<file path="src/cit_pkg.sv">
// shared constants and codes for the connection id table
`default_nettype none

package cit_pkg;

    localparam int TABLE_DEPTH  = 8;
    localparam int SLOT_W       = (TABLE_DEPTH > 1) ? $clog2(TABLE_DEPTH) : 1;
    localparam int CNT_W        = $clog2(TABLE_DEPTH + 1);

    localparam int ID_W         = 16;
    localparam int FUNC_W       = 2;
    localparam int ACTIVE_W     = 4;
    localparam int SLOT_INDEX_W = 3;

    localparam int APB_DATA_W   = 32;
    localparam int APB_ADDR_W   = 3;
    localparam int REG_INDEX_W  = APB_ADDR_W - 2;

    localparam logic [FUNC_W-1:0] FUNC_ADD    = 2'd0;
    localparam logic [FUNC_W-1:0] FUNC_REMOVE = 2'd1;
    localparam logic [FUNC_W-1:0] FUNC_CHECK  = 2'd2;

    localparam logic [REG_INDEX_W-1:0] REG_ACTIVE_ENTRIES = 1'b0;

    localparam logic [ACTIVE_W-1:0] ACTIVE_RESET = 4'd8;

endpackage

`default_nettype wire

</file>
<file path="src/cit_req_if.sv">
// request channel interface: operation and connection id
`default_nettype none

interface cit_req_if
    import cit_pkg::*;
();
    logic              valid;
    logic              ready;
    logic [FUNC_W-1:0] func;
    logic [ID_W-1:0]   connection_id;

    modport source (output valid, output func, output connection_id, input ready);
    modport sink   (input valid, input func, input connection_id, output ready);
endinterface

`default_nettype wire

</file>
<file path="src/cit_rsp_if.sv">
// response channel interface: operation outcome
`default_nettype none

interface cit_rsp_if
    import cit_pkg::*;
();
    logic                    valid;
    logic                    ready;
    logic                    success;
    logic                    table_full;
    logic [SLOT_INDEX_W-1:0] slot_index;

    modport source (output valid, output success, output table_full, output slot_index,
                    input ready);
    modport sink   (input valid, input success, input table_full, input slot_index,
                    output ready);
endinterface

`default_nettype wire

</file>
<file path="src/connection_id_table.sv">
// connection id table: top level with slot scan sequencer and id store
//
// usage:
//   req channel (valid/ready) carries func (add, remove, check) and connection_id.
//   rsp channel (valid/ready) returns success, table_full and slot_index.
//   apb port holds active_entries (byte address 0), the number of slots in use.
// timing:
//   one slot is compared per cycle by a single comparator; an item scans
//   n slots, n = min(active_entries, 8), then updates the table in ST_DONE.
//   the result is loaded into the output register as ST_DONE completes;
//   req.ready returns at that same edge, so a new transaction is accepted
//   only once the previous one has left ST_DONE.
//   while a result waits in the output register the next transaction is still
//   accepted and scanned; its update waits until the output register frees up.
// reset:
//   all slot valid marks clear, active_entries returns to 8, no result pending.
//   stored ids are undefined until written and only compared on valid slots.
`default_nettype none

module connection_id_table
    import cit_pkg::*;
(
    input  wire logic                  clk,
    input  wire logic                  rst_n,
    cit_req_if.sink                    req,
    cit_rsp_if.source                  rsp,
    input  wire logic                  psel,
    input  wire logic                  penable,
    input  wire logic                  pwrite,
    input  wire logic [APB_ADDR_W-1:0] paddr,
    input  wire logic [APB_DATA_W-1:0] pwdata,
    output logic      [APB_DATA_W-1:0] prdata,
    output logic                       pready
);

    typedef enum logic [1:0] {ST_IDLE, ST_SCAN, ST_DONE} state_t;

    state_t                  state_reg;
    logic [FUNC_W-1:0]       func_reg;
    logic [ID_W-1:0]         id_reg;
    logic [CNT_W-1:0]        idx_reg;
    logic                    hit_found_reg;
    logic [SLOT_W-1:0]       hit_slot_reg;
    logic                    free_found_reg;
    logic [SLOT_W-1:0]       free_slot_reg;
    logic [TABLE_DEPTH-1:0]  slot_valid_reg;
    logic                    rsp_valid_reg;
    logic                    rsp_success_reg;
    logic                    rsp_full_reg;
    logic [SLOT_INDEX_W-1:0] rsp_slot_reg;
    logic [ID_W-1:0]         rd_id_reg;

    logic [ID_W-1:0]         id_store [TABLE_DEPTH];

    logic [ACTIVE_W-1:0]     active_entries;
    logic [CNT_W-1:0]        active_cnt;
    logic [SLOT_W-1:0]       scan_slot;
    logic [SLOT_W-1:0]       rd_slot;
    logic                    scan_valid;
    logic                    id_match;
    logic [CNT_W-1:0]        idx_next;
    logic                    scan_last;
    logic                    done_go;

    logic                    success_next;
    logic                    full_next;
    logic [SLOT_INDEX_W-1:0] slot_next;
    logic                    store_wr;
    logic                    valid_clr;

    cit_regs u_regs (
        .clk            (clk),
        .rst_n          (rst_n),
        .psel           (psel),
        .penable        (penable),
        .pwrite         (pwrite),
        .paddr          (paddr),
        .pwdata         (pwdata),
        .prdata         (prdata),
        .pready         (pready),
        .active_entries (active_entries)
    );

    always_comb
    begin
        if (int'(active_entries) > TABLE_DEPTH)
        begin
            active_cnt = CNT_W'(TABLE_DEPTH);
        end
        else
        begin
            active_cnt = CNT_W'(active_entries);
        end
    end

    assign scan_slot  = idx_reg[SLOT_W-1:0];
    assign scan_valid = slot_valid_reg[scan_slot];
    assign id_match   = scan_valid && (rd_id_reg == id_reg);
    assign idx_next   = idx_reg + 1'b1;
    assign scan_last  = (idx_next == active_cnt);
    assign done_go    = (state_reg == ST_DONE) && (!rsp_valid_reg || rsp.ready);

    // store is read for the next slot, registered in rd_id_reg ahead of its compare
    assign rd_slot    = (state_reg == ST_IDLE) ? '0 : idx_next[SLOT_W-1:0];

    always_comb
    begin
        success_next = 1'b0;
        full_next    = 1'b0;
        slot_next    = '0;
        store_wr     = 1'b0;
        valid_clr    = 1'b0;
        case (func_reg)
            FUNC_ADD:
            begin
                if (!hit_found_reg)
                begin
                    if (free_found_reg)
                    begin
                        store_wr     = 1'b1;
                        success_next = 1'b1;
                        slot_next    = SLOT_INDEX_W'(free_slot_reg);
                    end
                    else
                    begin
                        full_next = 1'b1;
                    end
                end
            end
            FUNC_REMOVE:
            begin
                if (hit_found_reg)
                begin
                    valid_clr    = 1'b1;
                    success_next = 1'b1;
                    slot_next    = SLOT_INDEX_W'(hit_slot_reg);
                end
            end
            FUNC_CHECK:
            begin
                if (hit_found_reg)
                begin
                    success_next = 1'b1;
                    slot_next    = SLOT_INDEX_W'(hit_slot_reg);
                end
            end
            default:
            begin
                success_next = 1'b0;
            end
        endcase
    end

    always_ff @(posedge clk or negedge rst_n)
    begin
        if (!rst_n)
        begin
            state_reg       <= ST_IDLE;
            func_reg        <= '0;
            id_reg          <= '0;
            idx_reg         <= '0;
            hit_found_reg   <= 1'b0;
            hit_slot_reg    <= '0;
            free_found_reg  <= 1'b0;
            free_slot_reg   <= '0;
            slot_valid_reg  <= '0;
            rsp_valid_reg   <= 1'b0;
            rsp_success_reg <= 1'b0;
            rsp_full_reg    <= 1'b0;
            rsp_slot_reg    <= '0;
        end
        else
        begin
            if (rsp_valid_reg && rsp.ready && !done_go)
            begin
                rsp_valid_reg <= 1'b0;
            end
            case (state_reg)
                ST_IDLE:
                begin
                    if (req.valid)
                    begin
                        func_reg       <= req.func;
                        id_reg         <= req.connection_id;
                        idx_reg        <= '0;
                        hit_found_reg  <= 1'b0;
                        free_found_reg <= 1'b0;
                        state_reg      <= (active_cnt == '0) ? ST_DONE : ST_SCAN;
                    end
                end
                ST_SCAN:
                begin
                    if (id_match && !hit_found_reg)
                    begin
                        hit_found_reg <= 1'b1;
                        hit_slot_reg  <= scan_slot;
                    end
                    if (!scan_valid && !free_found_reg)
                    begin
                        free_found_reg <= 1'b1;
                        free_slot_reg  <= scan_slot;
                    end
                    idx_reg <= idx_next;
                    if (scan_last)
                    begin
                        state_reg <= ST_DONE;
                    end
                end
                ST_DONE:
                begin
                    if (done_go)
                    begin
                        if (store_wr)
                        begin
                            slot_valid_reg[free_slot_reg] <= 1'b1;
                        end
                        if (valid_clr)
                        begin
                            slot_valid_reg[hit_slot_reg] <= 1'b0;
                        end
                        rsp_valid_reg   <= 1'b1;
                        rsp_success_reg <= success_next;
                        rsp_full_reg    <= full_next;
                        rsp_slot_reg    <= slot_next;
                        state_reg       <= ST_IDLE;
                    end
                end
                default:
                begin
                    state_reg <= ST_IDLE;
                end
            endcase
        end
    end

    always_ff @(posedge clk)
    begin
        if (done_go && store_wr)
        begin
            id_store[free_slot_reg] <= id_reg;
        end
        rd_id_reg <= id_store[rd_slot];
    end

    assign req.ready      = (state_reg == ST_IDLE);
    assign rsp.valid      = rsp_valid_reg;
    assign rsp.success    = rsp_success_reg;
    assign rsp.table_full = rsp_full_reg;
    assign rsp.slot_index = rsp_slot_reg;

endmodule

`default_nettype wire

</file>
<file path="src/cit_regs.sv">
// apb configuration register block
`default_nettype none

module cit_regs
    import cit_pkg::*;
(
    input  wire logic                  clk,
    input  wire logic                  rst_n,
    input  wire logic                  psel,
    input  wire logic                  penable,
    input  wire logic                  pwrite,
    input  wire logic [APB_ADDR_W-1:0] paddr,
    input  wire logic [APB_DATA_W-1:0] pwdata,
    output logic      [APB_DATA_W-1:0] prdata,
    output logic                       pready,
    output logic      [ACTIVE_W-1:0]   active_entries
);

    logic [ACTIVE_W-1:0]    active_entries_reg;
    logic [REG_INDEX_W-1:0] reg_index;
    logic                   wr_en;

    assign reg_index = paddr[APB_ADDR_W-1:2];
    assign pready    = 1'b1;
    assign wr_en     = psel && penable && pwrite && pready
                       && (reg_index == REG_ACTIVE_ENTRIES);

    always_ff @(posedge clk or negedge rst_n)
    begin
        if (!rst_n)
        begin
            active_entries_reg <= ACTIVE_RESET;
        end
        else if (wr_en)
        begin
            active_entries_reg <= pwdata[ACTIVE_W-1:0];
        end
    end

    always_comb
    begin
        prdata = '0;
        if (reg_index == REG_ACTIVE_ENTRIES)
        begin
            prdata = APB_DATA_W'(active_entries_reg);
        end
    end

    assign active_entries = active_entries_reg;

endmodule

`default_nettype wire

</file>
<file path="src/flat_wrapper.sv">
// flat-port wrapper written by rule: the top's interface ports become plain ports
module connection_id_table_flat import cit_pkg::*;
  (clk, rst_n, psel, penable, pwrite, paddr, pwdata, prdata, pready, req_valid, req_func, req_connection_id, req_ready, rsp_valid, rsp_success, rsp_table_full, rsp_slot_index, rsp_ready);
  cit_req_if req_i ();
  cit_rsp_if rsp_i ();
  input  wire logic clk;
  input  wire logic rst_n;
  input  wire logic psel;
  input  wire logic penable;
  input  wire logic pwrite;
  input  wire logic [APB_ADDR_W-1:0] paddr;
  input  wire logic [APB_DATA_W-1:0] pwdata;
  output logic      [APB_DATA_W-1:0] prdata;
  output logic pready;
  input wire logic [$bits(req_i.valid)-1:0] req_valid;
  input wire logic [$bits(req_i.func)-1:0] req_func;
  input wire logic [$bits(req_i.connection_id)-1:0] req_connection_id;
  output wire logic [$bits(req_i.ready)-1:0] req_ready;
  output wire logic [$bits(rsp_i.valid)-1:0] rsp_valid;
  output wire logic [$bits(rsp_i.success)-1:0] rsp_success;
  output wire logic [$bits(rsp_i.table_full)-1:0] rsp_table_full;
  output wire logic [$bits(rsp_i.slot_index)-1:0] rsp_slot_index;
  input wire logic [$bits(rsp_i.ready)-1:0] rsp_ready;
  assign req_i.valid = req_valid;
  assign req_i.func = req_func;
  assign req_i.connection_id = req_connection_id;
  assign req_ready = req_i.ready;
  assign rsp_valid = rsp_i.valid;
  assign rsp_success = rsp_i.success;
  assign rsp_table_full = rsp_i.table_full;
  assign rsp_slot_index = rsp_i.slot_index;
  assign rsp_i.ready = rsp_ready;
  connection_id_table u_core (.clk(clk), .rst_n(rst_n), .req(req_i), .rsp(rsp_i), .psel(psel), .penable(penable), .pwrite(pwrite), .paddr(paddr), .pwdata(pwdata), .prdata(prdata), .pready(pready));
endmodule
</file>
<file path="config.mk">
export PLATFORM = sky130hd
export DESIGN_NAME = connection_id_table_flat
export DESIGN_NICKNAME = d
export VERILOG_FILES = /design/src/cit_pkg.sv /design/src/cit_req_if.sv /design/src/cit_rsp_if.sv /design/src/connection_id_table.sv /design/src/cit_regs.sv /design/src/flat_wrapper.sv
export SDC_FILE = /design/constraint.sdc
export NUM_CORES = 1
export LEC_CHECK = 0
export BUFFER_PORTS_ARGS = -buffer_cell sky130_fd_sc_hd__buf_2
export CAP_MARGIN = 10
export CORE_MARGIN = 4
export CORE_UTILIZATION = 55
export DETAILED_ROUTE_END_ITERATION = 16
export PLACE_DENSITY = 0.76
export REMOVE_ABC_BUFFERS = 1
export SETUP_SLACK_MARGIN = 0.1
export SLEW_MARGIN = 20
export SYNTH_ARGS = -nofsm -noshare
export SYNTH_HDL_FRONTEND = slang
export SYNTH_HIERARCHICAL = 1
export SYNTH_SLANG_ARGS = --single-unit
</file>
<file path="constraint.sdc">
create_clock -name clk -period 7.9 [get_ports clk]
set_input_delay 0.395 -clock clk [delete_from_list [all_inputs] [get_ports clk]]
set_output_delay 0.395 -clock clk [all_outputs]
set_load 0.05 [all_outputs]
</file>
## Word-level counts from Yosys, hierarchy flattened

Memories as Yosys holds them, arrays and structs flattened. A register that Yosys moved wholly into a read port is not among the register bits.
Index checks and enable logic that the tools add are counted.

- Register bits: 50
- Latch bits: 0
- RAM bits: 128
- Memory bits (read-only): 0
- Input bits: 60
- Output and inout bits: 40
- Word-level logic and storage cells: 111
- Memories kept: 1

- Add/subtract/negate cells: 1
- $mul: 0
- Div/mod/pow operators: 0
- Order comparisons: 6
- Equality and inequality tests: 11
- Shift operators: 0
- Multiplexer cells: 43
- Bitwise operators: 4
- Reduce and logical (&&, ||, !) cells: 31

Memory list:

| memory | words | bits a word | rd ports | clocked after Yosys merged registers in | wr ports | line | text |
|---|---|---|---|---|---|---|---|
| u_core.id_store | 8 | 16 | 1 | 1 | 1 | connection_id_table.sv:53 | `logic [ID_W-1:0] id_store [TABLE_DEPTH];` |

Operators with widths:

| kind | number |
|---|---|
| 8-bit 2-to-1 mux | 4 |
| 1-bit 2-to-1 mux | 19 |
| 16-bit equality test | 1 |
| 1-bit logical AND | 12 |
| 3-bit by 4-bit < comparator with 1-bit output (second input constant) | 3 |
| 3-bit 2-to-1 mux | 4 |
| 4-bit 2-to-1 mux | 3 |
| 2-bit AND reduction | 5 |
| 3-bit AND reduction | 3 |
| 8-bit bitwise AND | 1 |
| 2-bit 2-to-1 mux | 4 |
| 2-bit by 1-bit != test with 1-bit output (second input constant) | 4 |
| 8-bit inverter | 1 |
| 8-bit bitwise OR | 1 |
| 4-bit one-hot mux with 2 select lines | 1 |
| 1-bit demux with 3-bit select | 2 |
| 3-bit by 1-bit >= comparator with 1-bit output (second input constant) | 2 |
| 1-bit one-hot mux with 2 select lines | 3 |
| 2-bit one-hot mux with 3 select lines | 1 |
| 3-bit one-hot mux with 2 select lines | 1 |
| 1-bit zero test | 5 |
| 4-bit by 1-bit adder with 4-bit output (second input constant) | 1 |
| 2-bit by 1-bit equality test with 1-bit output (second input constant) | 2 |
| 2-bit equality test (second input constant) | 2 |
| 10 further kinds | 11 |

## Longest topological paths before layout

Gate-level depths: netlist of run 1.

- Word-level depth: 10
- Mapped depth: 8
- Depth with buffers taken out: 7

## Cells and area by module

Netlist of run 1, hierarchy kept.

By module, submodules not included:

| module | times used | cells an instance | area an instance (µm²) | seq. area each (µm²) |
|---|---|---|---|---|
| connection_id_table | 1 | 515 | 7,487.2 | 5,315.1 |
| cit_regs | 1 | 44 | 430.4 | 101.3 |

## Worst setup path before layout of run 1

OpenSTA, ideal clock, no wires.

- Kind: register to register
- Start: register u_core.func_reg[0]
- End: memory u_core.id_store[1][0] (enable)
- Setup time: 412 ps
- Arrival: 2,477 ps
- Data required time: 7,488 ps
- Setup slack: 5,012 ps
- Stages on the path, launching flop included: 7
- Path buffers: 0
- Clock period less this slack: 2,888 ps
- Cells stage by stage: dfrtp_1 inv_1 ha_1 inv_1 nor3b_1 nand3_1 nor3_1

- Cells in the longest elaborated chain, start to end: 5

RTL lines:

| item | line | text |
|---|---|---|
| start: declaration | connection_id_table.sv:39 | `logic [FUNC_W-1:0] func_reg;` |
| start signal: assignment | connection_id_table.sv:183 | `func_reg <= req.func;` |
| 2-bit zero test | connection_id_table.sv:113 | `case (func_reg)` |
| 1-bit 2-to-1 mux | connection_id_table.sv:113 |  |
| 1-bit logical AND | connection_id_table.sv:238 | `if (done_go && store_wr)` |
| 1-bit 2-to-1 mux | connection_id_table.sv:238 |  |
| 1-bit 2-to-1 mux (implied by the code) | connection_id_table.sv:240 | `id_store[free_slot_reg] <= id_reg;` |
| end: declaration | connection_id_table.sv:53 |  |

No other way between the ends.

## Worst setup path in the final report of run 1

- Start: register u_core.idx_reg[0]
- End: register u_core.rd_id_reg[9], read port of u_core.id_store

- Cells in the longest elaborated chain, start to end: 2

RTL lines:

| item | line | text |
|---|---|---|
| start: declaration | connection_id_table.sv:41 | `logic [CNT_W-1:0] idx_reg;` |
| start signal: assignment | connection_id_table.sv:203 | `idx_reg <= idx_next;` |
| 4-bit by 1-bit adder with 4-bit output | connection_id_table.sv:99 | `assign idx_next = idx_reg + 1'b1;` |
| 3-bit 2-to-1 mux | connection_id_table.sv:104 | `assign rd_slot = (state_reg == ST_IDLE) ? '0 : idx_next[SLOT_W-1:0];` |
| end: declaration | connection_id_table.sv:51 | `logic [ID_W-1:0] rd_id_reg;` |

No other way between the ends.
A chain may end at the register's enable or synchronous reset.

==> results.cfg, run 1 <==
[global_routing]
gr-total-overflow = 0
grt.total_usage_pct = 20.94
grt_max_degree = 51
first_global_vias = 4849
antenna_found_initial = 0
grt_pass1_wl_mm = 26.08

[critical_path]
critPathKind = reg2reg
critical_path_arrival_ps = 3610
endpoint_kind = flop
crit_required_ps = 8210
startpoint_type = flop
r2r-end = u_core/rd_id_reg[9]
critPathMaxStageDelay_ps = 680
crit_chain = ha_1 > xor2_1 > buf_4 > nand2_1 > buf_4 > a211oi_1 > a31oi_1 > a2bb2oi_1
cp_top_family = buffers and inverters
crit_buf_inv = 2
reg2reg_depth = 8
cp_slowest_cell = dfrtp_1
cpMostUsedCell = buf_4
path_max_fanout = 33
r2r_start = u_core/idx_reg[0]
ff2ff_setup_slack_ps = 4600

[yosys]
synth_cell_types = 50
syn_area_um2 = 7918
yosysSeqAreaShare_pct = 68.41
synth_top_cell_by_area = edfxtp_1
async_reset_ff_share_pct = 25.77
netlist.area_leader.share_pct = 48.55
ys.flop_type = edfxtp_1
syn-mean-instance-area_um2 = 14.16
yosys.cell_count.top_type = edfxtp_1
synth_cells = 559
synth_enable_flop_cells = 128
yosys_register_bits = 194
yosys_warnings = 6
yosys-top-cells-area = edfxtp_1 49%, dfrtp_1 15%, dfxtp_1 4.0%
synthTopCellsByCount = 128 x edfxtp_1, 55 x nand2_1, 49 x dfrtp_1, 33 x o221ai_1, 30 x buf_4

[timing]
drv_slew = 0
finalClockSkew_ps = 8.592
rsz0062_at_grt = false
fmax_ghz = 0.3030
finalSetupViolCount = 0
finalCritPeriodShare_pct = 41.78
finalHoldViolations = 0
finalSetupTns_ps = 0
final.min_clock_period_ps = 3301
relSlewSlack_pct = 33.92
worstMarginPinSlew_ps = 987.5

[route]
drc = 0
drtAntennaViolNets = 0
totalWireLength_mm = 16.42
dr_wl_met3_um = 836
wl_met2_mm = 8.393
firstDrtPassIters = 5
drt-met1-wl_mm = 7.078
vias = 4714
vias_per_cell = 5.967
drt-initial-drc-count = 344
drt-wirelength-per-cell_um = 20.79
top_layer = met4

[clocking]
cts_made_buffers = 17
hold_buffers = 0
clk_pin_slew_ps = 70
cts.sinks = 194
cts_tree = built
cts_resized = 0
root_buffer = clkbuf_16
postCtsSetupBuffers = 0
clockBufferDepth = 2
htree_levels = 4
worstSkewPairLatency_ps = 430

[power_and_ir_drop]
power.density_nw_per_um2 = 397.1
peakVddDrop_uv = 283.6
leakage_nw = 3.348

[finish]
n_antenna_cell = 0
largest_reg_flops = 128
layout.nets = 661
layout-drive-gt1-share_pct = 20.33
syn_to_final_growth_pct = 10.95
stdcell_area_um2 = 8785
post-route-util_pct = 62.80
final_cells = 790

[die]
dieWidth_um = 128.0
boundaryPins = 100
die-area_um2 = 16380
dieHeight_um = 128.0
initial_core_util_pct = 56.60
core_um2 = 13990
rows = 43

[run_status]
status = finished clean

[placement]
postPlaceCellArea_um2 = 8207
hpwl_mm = 9.837
place_congestion = 0.8432
post-place-cells = 758
port_buffers = 40

[job]
drv_cap = 0

[hold_path]
hp-class = in2async
## cell type report
| type | count | area [um2] |
|---|---|---|
| Clock buffer | 19 | 432.9 |
| Clock inverter | 13 | 142.6 |
| Fill cell | 1041 | 5204 |
| Inverter | 8 | 30.03 |
| Multi-Input combinational cell | 322 | 2232 |
| Sequential cell | 194 | 5416 |
| Tap cell | 180 | 225.2 |
| Timing Repair Buffer | 54 | 305.3 |
## per-layer routing
layer / global-route usage [%] / vias to the layer above
li1: - / 2150
met1: 27.49 / 2404
met2: 35.34 / 148
met3: 5.083 / 12
met4: 5.306 / 0
met5: 0 / -
## worst register-to-register path: cells and delay by family (launching register included)
family / cells / cell delay, ps
compound gates: 3 / 570
fa+ha+maj: 1 / 300
buf+inv: 2 / 750
flops: 1 / 680
xor+xnor: 1 / 490
simple gates: 1 / 390
## cell families after synthesis
logic type | synth area share (%)
and+or+nand+nor | 8.407
DFF | 68.41
muxes | 4.614
buffers and inverters | 4.867
xor gates and xnor gates | 2.102
adders and majority gates | 0.6321
AOI/OAI and AO/OA | 10.87
other | 0.09485
## cells in the final DEF (no fill, tap or decap), types with 7 or more instances in the layout
cell	netlist	final
a211oi_1	16	16
a2bb2oi_1	19	19
a31oi_1	17	17
and3_1	16	16
buf_2	2	40
buf_4	30	14
clkbuf_16	0	17
conb_1	2	29
dfrtp_1	49	49
dfxtp_1	16	16
edfxtp_1	128	128
inv_1	8	8
mux2_2	26	26
nand2_1	55	54
nand3_1	9	9
nor2_1	14	13
o21ai_0	7	7
o221ai_1	33	33
xor2_1	13	13
## through the flow
stage,power (mW),hold slack (ps),worst slack [ps]
final,3.489,93.32,4599
after detailed placement,2.657,468.2,4665
after global routing,3.689,140.1,4399
after CTS,3.500,113.7,4616
after global placement,2.613,466.4,4721
after floorplan,2.293,99.41,4972
## how the worst max path moves through the flow
stage,from,end,slack (ps),cells past startpoint
finish,u_core/idx_reg[0],u_core/rd_id_reg[9],4600,8
global route,u_core/idx_reg[0],u_core/rd_id_reg[6],4400,8
CTS,u_core/idx_reg[0],u_core/rd_id_reg[3],4620,8
detailed placement,u_core/idx_reg[0],u_core/rd_id_reg[9],4670,8
global placement,u_core/idx_reg[0],u_core/rd_id_reg[1],4720,8
floorplan,u_core/idx_reg[0],u_core/rd_id_reg[0],4970,6
## where the power goes
| group | leakage (nW) | switching [mW] | internal, mW |
|---|---|---|---|
| Combinational | 1.15 | 0.684 | 0.438 |
| Clock | 0.281 | 0.347 | 0.492 |
| Sequential | 1.92 | 0.197 | 1.33 |
| Total | 3.35 | 1.23 | 2.26 |
Note: power is estimated with default switching activity, not from simulation.
==> run 2, diff against run 1 <==
Settings changed: CORE_UTILIZATION 55 to 52.
Clock period 7.9 ns to 3 ns, I/O delays scaled along.
==> results.cfg, run 2 (synthesis gave the netlist of run 1 again) <==
[route]
drt-wirelength-per-cell_um = 20.47
vias_per_cell = 6.012
totalWireLength_mm = 16.86
drt-initial-drc-count = 404
firstDrtPassIters = 5
vias = 4954
drc = 0
drtAntennaViolNets = 0

[placement]
pre_cts_slack_ps = 583.7
post-place-cells = 768
place_congestion = 0.8450
hpwl_mm = 9.632
postPlaceCellArea_um2 = 8282
port_buffers = 40

[die]
initial_core_util_pct = 53.86
dieWidth_um = 131.4
boundaryPins = 100
core_um2 = 14700
dieHeight_um = 131.4
die-area_um2 = 17260
rows = 44

[timing]
worstMarginPinSlew_ps = 818.7
finalSetupViolCount = 0
final.min_clock_period_ps = 2465
finalSetupTns_ps = 0
finalHoldViolations = 0
drv_slew = 0
fmax_ghz = 0.4057
finalWorstSetupSlack_ps = 535.1
finalClockSkew_ps = 7.873
rsz0062_at_grt = false
finalCritPeriodShare_pct = 82.16
relSlewSlack_pct = 45.29

[clocking]
worstSkewPairLatency_ps = 430
postCtsSetupBuffers = 0
clk_pin_slew_ps = 70
cts.sinks = 194
cts_tree = built
root_buffer = clkbuf_16
cts_made_buffers = 17
htree_levels = 4
clockBufferDepth = 2

[power_and_ir_drop]
power_mw = 9.600
comb_power_share_pct = 32.8
power.switching_mw = 3.309
leakage_nw = 3.521
pwr-share-seq_pct = 41.8
power.density_nw_per_um2 = 1047
switching_share_pct = 34.47
p_int_mw = 6.291
clkPwrFrac_pct = 25.4
peakVddDrop_uv = 589.8

[finish]
multi_input_area_um2 = 2230
syn_to_final_growth_pct = 15.83
largest_reg_flops = 128
layout_common_cells = 128 x edfxtp_1, 55 x nand2_1, 49 x dfrtp_1
stdcell_area_um2 = 9171
n_antenna_cell = 0
layout.nets = 691
final_cells = 824
layout-drive-gt1-share_pct = 20.63
seq_area_um2 = 5416
layout_commonest_cell = edfxtp_1
fill_cells = 1050

[global_routing]
first_global_vias = 5020
grt.total_usage_pct = 19.93
antenna_found_initial = 0
gr-total-overflow = 0
grt_max_degree = 36
grt_pass1_wl_mm = 26.50

[job]
drv_cap = 0

[critical_path]
path_max_fanout = 24
cp_slowest_cell = dfrtp_1
critical_path_arrival_ps = 2810
cpMostUsedCell = buf_4
endpoint_kind = flop
crit_required_ps = 3350
critPathMaxStageDelay_ps = 680
startpoint_type = flop
critPathKind = reg2reg
crit_chain = ha_1 > xor2_1 > buf_4 > and2_1 > buf_4 > nand2_1 > a31oi_1 > a2bb2oi_1

[hold_path]
hp-class = in2reg

[run_status]
status = finished clean
## run 2: worst max-delay path: cells and delay by family (launching register included)
family,cells,cell delay (ps)
buf+inv,2,510
compound gates,2,430
fa+ha+maj,1,300
simple gates,2,240
flops,1,680
xor+xnor,1,200
## run 2: layout make-up
cell class              count  area share (%)
multi-input cells         322           24.31
repair buffers             84           6.712
flip-flops and latches    194           59.06
inverters                   8          0.3274
clock inverters            13           2.251
clock buffers              19           4.829
well taps                 184           2.510
## run 2: layer usage
layer,global-route usage [%],vias up,part of all wire (%)
met4,5.601,0,1.3
met2,34.59,214,52
met5,0,-,0
li1,-,2214,-
met1,25.01,2501,40
met3,5.122,25,6.9
## run 2: power by group through the flow
| stage | combinational (mW) | clock [mW] | sequential, mW |
|---|---|---|---|
| floorplan | 2.05 | 0 | 3.99 |
| global placement | 2.97 | 0 | 4.01 |
| detailed placement | 3.07 | 0 | 4.06 |
| CTS | 3.15 | 2.48 | 4.01 |
| global route | 3.44 | 2.61 | 4.08 |
| finish | 3.15 | 2.44 | 4.01 |
## run 2: final timing paths
kind / startpoint / end / slack (ps) / cells after the start
setup / recovery: u_core/idx_reg[0] / u_core/rd_id_reg[5] / 540 / 8
hold / removal: rsp_ready / u_core/rsp.valid / 40 / 3
setup reg to reg: u_core/idx_reg[0] / u_core/rd_id_reg[5] / 540 / 8
hold reg to reg: u_core/rsp.table_full / u_core/rsp.table_full / 490 / 2
max in group asynchronous: rst_n / u_core/u_regs/active_entries[3] / 1840 / 3
min in group asynchronous: rst_n / u_core/rsp.success / 350 / 2
## run 2: what timing repair did
item / in CTS / in global routing
gates resized for setup: 0 / 0
hold endpoints to repair: 56 / 0
endpoints found under the setup margin: 0 / 0
hold buffers: 24 / 0
## run 2: per-stage QoR
step | utilization (%) | hold WS [ps]
5_1_grt | 62.39 | 79.75
3_5_place_dp | 56.34 | 284.4
3_3_place_gp | 56.34 | 277.2
4_1_cts | 62.39 | 30.60
2_1_floorplan | - | -145.6
6_report | 62.39 | 44.46
